`src/sv/pct_near.sv`:
```
// Nearness unit: registered squares, then dx^2+dy^2 <= r^2.
`default_nettype none
module pct_near (
  input  wire logic               clk,
  input  wire logic               load,
  input  wire logic signed [15:0] a_x,
  input  wire logic signed [15:0] a_y,
  input  wire logic signed [15:0] b_x,
  input  wire logic signed [15:0] b_y,
  input  wire logic [29:0]        r2,
  output logic                    near
);

  logic signed [16:0] dx, dy;
  logic signed [33:0] px, py;
  logic [33:0]        sqx_r, sqy_r;
  logic [34:0]        sum;

  assign dx  = 17'(a_x) - 17'(b_x);
  assign dy  = 17'(a_y) - 17'(b_y);
  assign px  = dx * dx;
  assign py  = dy * dy;

  always_ff @(posedge clk) begin
    if (load) begin
      sqx_r <= px;
      sqy_r <= py;
    end
  end

  assign sum  = {1'b0, sqx_r} + {1'b0, sqy_r};
  assign near = (sum <= {5'b0, r2});

endmodule
`default_nettype wire

```
`config.mk`:
```
export PLATFORM = sky130hd
export DESIGN_NAME = pct_near
export DESIGN_NICKNAME = d
export VERILOG_FILES = /design/src/sv/pct_near.sv
export SDC_FILE = /design/constraint.sdc
export NUM_CORES = 1
export LEC_CHECK = 0
export BUFFER_PORTS_ARGS = -buffer_cell sky130_fd_sc_hd__buf_4
export CAP_MARGIN = 20
export CORE_MARGIN = 3
export CORE_UTILIZATION = 50
export CTS_CLUSTER_SIZE = 40
export DETAILED_ROUTE_END_ITERATION = 8
export GPL_TIMING_DRIVEN = 0
export PLACE_DENSITY = 0.67
export SLEW_MARGIN = 10
export SYNTH_ARGS = -nofsm -noshare
export SYNTH_HDL_FRONTEND = slang
export SYNTH_SLANG_ARGS = --single-unit
```
`constraint.sdc`:
```
create_clock -name clk -period 14.3 [get_ports clk]
set_input_delay 1.43 -clock clk [delete_from_list [all_inputs] [get_ports clk]]
set_output_delay 1.43 -clock clk [all_outputs]
set_load 0.02 [all_outputs]
```
==> results of run 1 <==
[flip-flops by register name, summed over array words and instances, names as in the netlist]
| name | cells |
|---|---|
| sqx_r | 33 |
| sqy_r | 33 |
[cells by family after synthesis]
group / count (synthesis) / synth area share, %
AO/OA/AOI/OAI: 331 / 9.03
multiplexers: 4 / 0.161
buffers and inverters: 798 / 11.9
XOR/XNOR: 125 / 4.36
flip-flops: 66 / 7.73
AND/OR/NAND/NOR: 659 / 11.6
adder cells (fa/ha/maj): 803 / 55.1
[final cells by class]
cell class                      instances  area (sq um)
Multi-Input combinational cell       1922         20600
Sequential cell                        66          1980
Timing Repair Buffer                   98           736
Inverter                              734          2760
Fill cell                            4677         22900
Clock inverter                          6          33.8
Buffer                                 64           300
Tap cell                              672           841
Clock buffer                           10           229
[metal layers]
metal  track usage [%]  up-vias
met3              2.98       58
met4              2.89        0
met5                 0        -
met1              34.1     9743
li1                  -     8822
met2              38.1      498
[synthesized netlist by cell type, drive strengths merged, types with 11 or more instances]
cell,n,share of area (%)
a211oi,15,0.44
a21o,31,0.91
a21oi,99,2.0
a31oi,11,0.27
and2,14,0.34
and3,18,0.44
buf,21,0.54
clkbuf,43,0.63
edfxtp,66,7.7
fa,544,42
ha,259,13
inv,730,11
nand2,220,3.2
nand2b,20,0.49
nand3,30,0.61
nand4,15,0.37
nor2,225,3.3
nor2b,15,0.37
nor3,45,0.92
o211ai,12,0.41
o21a,19,0.56
o21ai,59,1.3
o21bai,13,0.38
o31ai,12,0.44
or2,17,0.42
or3,16,0.41
xnor2,93,3.2
xor2,32,1.1
[layout by cell type, fill, tap and decap left out, drive strengths merged, types with 5 or more instances in the layout]
master	instances
o31a	9
o21bai	13
a211oi	15
nand3	30
buf	119
nor2b	15
a21oi	99
nand2b	20
o31ai	12
o21a	19
o21ai	59
or2	17
a21o	31
a211o	5
nor3	45
ha	259
nor4	7
clkinv	8
nand4	15
and2	14
xor2	32
or3	16
o211ai	12
a31oi	11
and3	18
a21boi	5
xnor2	93
clkbuf	53
a2111oi	6
nor2	225
fa	544
inv	730
nand2	220
edfxtp	66
[per-stage QoR]
stage	cells	worst slack (ns)	area [sq um]	hold slack (ns)
after floorplan	2786	5.35	25600	1.54
after global placement	3554	4.30	27200	1.96
after detailed placement	3555	4.28	27200	1.95
after CTS	3571	4.60	27500	1.59
after global routing	3572	4.13	27500	1.59
final	3572	4.42	27500	1.60
[worst paths after layout]
path,from,end,slack (ns),cells after the start
min,a_y[1],sqy_r[2]$_DFFE_PP_,1.60,3
max,b_y[1],sqy_r[30]$_DFFE_PP_,4.42,32
==> metrics.md, run 1 <==
| Metric | Value |
|---|---|
| Max layer used | `met4` |
| Largest net degree at the start of global routing | `67` |
| Final Cycle Share | `~69%` |
| Buffer and inverter count on the worst path | `8` |
| Tot GR Track Use | `23.2%` |
| Synth Net Count | `3685` |
| Fin Setup TNS | `0 ns` |
| Total gr overflow | `0` |
| Least-Margin Pin Slew | `between 1 and 1.5 ns` |
| Min-delay worst type | `in2reg` |
| Post-cts resize count | `0` |
| Post-route ant nets | `0` |
| Post-route DRC violation count | `0` |
| Synth Cell Area | `25600 sq um` |
| # rows | `a little over 80` |
| # setup viols final | `0` |
| Root buf cell | `clkbuf_16` |
| Io pins | `97` |
| Global-route wire length before repair | `100 mm` |
| Synth Flop Type | `edfxtp_1` |
| Area growth from synthesis to layout | `7.18%` |
| RD Place Congestion | `0.940` |
| Drt wl/cell | `around 17 microns` |
| Warnings, synthesis | `0` |
| Synth Area per Inst | `9.20 sq um` |
| TritonCTS Buffers | `9` |
| Number of global-route vias before repair | `20600` |
| Slew Viols, Final | `0` |
| Slowest stage delay, CP | `0.77 ns` |
| Ys async rst share | `0%` |
| Library cells used by synthesis | `88` |
| Max cap viols | `0` |
| DIE HEIGHT | `232 microns` |
| Hold Vio Cnt, Final | `0` |
| ANT cells | `0` |
| Post-DP HPWL | `51.5 mm` |
| Drt first-iter violations | `between 1000 and 1500` |
| Met2 Wirelength | `28.2 mm` |
| Final wirelength | `59.0 mm` |
| Clk slew on worst S/H paths | `around 0.060 ns` |
| Crit path DAT | `9.97 ns` |
| Metal3 WL | `about 3.8 mm` |
| Vias post-DR | `19100` |
| Layout cells sized above 1 | `6.69%` |
| Delay-heaviest family, CP | `adder cells` |
| Fin util | `54.5%` |
| Antenna violations before repair | `0` |
| Status | `complete, no violations` |
| Setup bufs post-CTS | `0` |
| CP Capture Type | `flop` |
| Initial core utilization | `50.9%` |
| Vias/cell | `5.35` |
| Die width | `232 microns` |
| Slowest-stage cell, CP | `xnor2_1` |
| Mapped Cells | `2786` |
| CP max FO | `10` |
| PortBufs | `96` |
| Met1 WL | `26.4 mm` |
| Post-layout nets | `3794` |
| Critical path class | `in2reg` |
| Max Fclk | `0.101 GHz` |
| Startpoint types | `input port` |
| Seq cells post-synth | `66` |
| Sequential area share after synthesis | `7.73%` |
| CTS tree | `yes` |
| Worst-case clock buffer depth | `2` |
| Final min period | `9.88 ns` |
| Critical Path RT | `around 14 ns` |
| First-pass DRT Iterations | `5` |
| Clk sinks | `66` |
| Die area | `54000 sq um` |
| Normalized max-slew margin | `between 30% and 40%` |
| H-tree levels | `3` |
| Number of flops mapped to enable cells by yosys | `66` |
| RSZ-0062 raised after global routing | `false` |
| Core Region | `50400 sq um` |
| Hold_buf cts | `0` |
Power of run 1 is left out: the tool's default activity adds up to more than one toggle a clock period on the data nets, which glitch-free logic cannot reach.
==> run 2, diff against run 1 <==
Settings changed: ABC_AREA set to 1, PLACE_DENSITY 0.67 to 0.69.
Clock period 14.3 ns to 8.1 ns, I/O delays scaled along.
==> run 2 against run 1 <==
  * Sequential cell count is the same
  * Via count grew 2.9%
  * Critical path depth grew 1
  * Final area grew 4.0%
  * First-iteration DRC count grew 26%
  * Synthesized area grew 0.86%
  * Setup slack lost 4.1 ns
  * Sequential share of layout area shrank 0.28 points
  * Synthesized cell count grew 8.1%
  * Core utilization grew 1.9 points
  * Routed wire length grew 6.3%
  * Non-clock buffer count grew 9
  * Critical path type unchanged
  * Critical endpoint is now sqx_r[33]$_DFFE_PP_
==> metrics.md, run 2 <==
| Metric | Value |
|---|---|
| Area growth from synthesis to layout | `10.5%` |
| RSZ-0062 raised after global routing | `true` |
| Post-DP HPWL | `54.1 mm` |
| Core Region | `50600 sq um` |
| Synth Cell Area | `25800 sq um` |
| H-tree levels | `3` |
| Startpoint types | `input port` |
| Most frequent cell after synthesis | `inv_1` |
| Largest area contributor in the netlist | `fa_1` |
| FILL cells | `roughly 4600` |
| Top post-synthesis cells by area | `fa_1 42%, ha_1 13%, inv_1 12%` |
| Clk sinks | `66` |
| Most common cell on crit path | `fa_1` |
| ANT cells | `0` |
| Post-layout nets | `between 4000 and 5000` |
| Number of flops mapped to enable cells by yosys | `66` |
| Largest net degree at the start of global routing | `67` |
| TritonCTS Buffers | `9` |
| Synth Area per Inst | `8.58 sq um` |
| Footprint of the multi-input gates | `20800 sq um` |
| Post-route DRC violation count | `0` |
| Drt first-iter violations | `1476` |
| Layout cells sized above 1 | `10.8%` |
| Max Fclk | `0.128 GHz` |
| Antenna violations before repair | `0` |
| Critical Path RT | `8.20 ns` |
| Die width | `233 microns` |
| Reg area | `1980 sq um` |
| Number of global-route vias before repair | `20600` |
| Crit path DAT | `7.92 ns` |
| Status | `complete, no violations` |
| Vias post-DR | `about 20000` |
| Area share of the leading cell type in the synthesized netlist | `42.1%` |
| Post-route ant nets | `0` |
| Normalized max-slew margin | `41.4%` |
| PortBufs | `96` |
| Slew Viols, Final | `0` |
| Global-route wire length before repair | `just over 100 mm` |
| Slowest-stage cell, CP | `fa_2` |
| Top flop regs | `sqx_r (33), sqy_r (33)` |
| DIE HEIGHT | `233 microns` |
| Final Cycle Share | `between 90% and 100%` |
| Sequential area share after synthesis | `about 7.7%` |
| Mapped Cells | `approximately 3000` |
| Slowest stage delay, CP | `0.62 ns` |
| Critical path class | `in2reg` |
| Worst hold slack | `around 1.1 ns` |
| Synth Flop Type | `edfxtp_1` |
| Commonest non-fill, non-tap cell in the layout | `inv_1` |
| Tot GR Track Use | `23.8%` |
| Post-synth top cells | `855 x inv_1, 544 x fa_1, 402 x nand2_1` |
| Synth Net Count | `between 3000 and 4000` |
| CP Capture Type | `flop` |
| Total gr overflow | `0` |
| Final wirelength | `about 63 mm` |
| Worst-case clock buffer depth | `2` |
| CTS tree | `yes` |
| # setup viols final | `0` |
| CP max FO | `10` |
| Clk slew on worst S/H paths | `about 0.06 ns` |
| Warnings, synthesis | `0` |
| Die area | `54500 sq um` |
| Io pins | `97` |
| Least-Margin Pin Slew | `0.878 ns` |
| Initial core utilization | `51.1%` |
| Worst slack at placement | `-0.859 ns` |
| Seq cells post-synth | `66` |
| # rows | `82` |
| Hold Vio Cnt, Final | `0` |
| First-pass DRT Iterations | `7` |
| Min-delay worst type | `in2reg` |
| Drt wl/cell | `16.4 microns` |
| RD Place Congestion | `0.987` |
| Final setup margin | `0.275 ns` |
| Vias/cell | `around 5.1` |
| Library cells used by synthesis | `58` |
| Root buf cell | `clkbuf_16` |
| Final min period | `7.82 ns` |
| Most frequent cells in the layout | `849 x inv_1, 536 x fa_1, 392 x nand2_1` |
| Ys async rst share | `0%` |
| Max cap viols | `0` |
## run 2: cell types whose count changed in the layout (fill, tap and decap cells not counted), moves of 30 or more
cell,previous run,this run
xnor2_1,91,40
nor2_1,225,269
inv_1,721,849
nand2_1,220,392
a21oi_1,97,135
nor3_1,43,12
clkbuf_1,44,14
xor2_1,31,71
## run 2: critical path: cells and delay by family
kind,cells,cell delay [ns]
buffers and inverters,4,0.43
AO/OA/AOI/OAI,3,0.45
adder cells (fa/ha/maj),9,4.00
AND/OR/NAND/NOR,17,2.22
## run 2: worst paths after layout
path	start	depth (start not counted)	endpoint	slack [ns]
max	a_x[0]	33	sqx_r[33]$_DFFE_PP_	0.28
min	a_y[1]	3	sqy_r[2]$_DFFE_PP_	1.07
## run 2: through the flow
| stage | area, sq um | utilization [%] | std cells | TNS (ns) |
|---|---|---|---|---|
| after floorplan | 25800 | - | 3013 | 0 |
| after global placement | 27400 | 54.2 | 3781 | -14.77 |
| after detailed placement | 27400 | 54.2 | 3782 | -13.70 |
| after CTS | 27800 | 55.0 | 3803 | 0 |
| after global routing | 28600 | 56.5 | 3833 | -0.383 |
| final | 28600 | 56.5 | 3833 | 0 |
## run 2: cell families after synthesis
family / synth area share, %
simple gates: 13.3
fa+ha+maj: 54.7
flops: 7.67
xor+xnor: 4.33
buf+inv: 13.6
compound gates: 6.37
mux: 0.0387
## run 2: final cells by class
class	instances	area share, %
sequential	66	6.94
tap	672	2.94
clock inverter	6	0.118
timing repair inverter	1	0.0175
buffer	39	0.964
clock buffer	10	0.802
multi-input combinational	2035	72.9
timing repair buffer	132	3.68
inverter	872	11.6
## run 2: metal layers
layer	vias up	GRT usage (%)	wire, microns
li1	9226	-	-
met1	9771	33.9	27200
met2	610	37.9	29100
met3	59	5.32	5370
met4	0	4.29	1070
met5	-	0	0
## run 2: repair_timing
| item | in CTS | in global routing |
|---|---|---|
| hold buffers | 0 | 0 |
| gates cloned | 0 | 2 |
| setup buffers | 5 | 29 |
| pin swaps | 3 | 23 |
| resized for setup | 19 | 108 |
| setup endpoints to repair | 23 | 32 |
Power of run 2 is left out for the same reason.
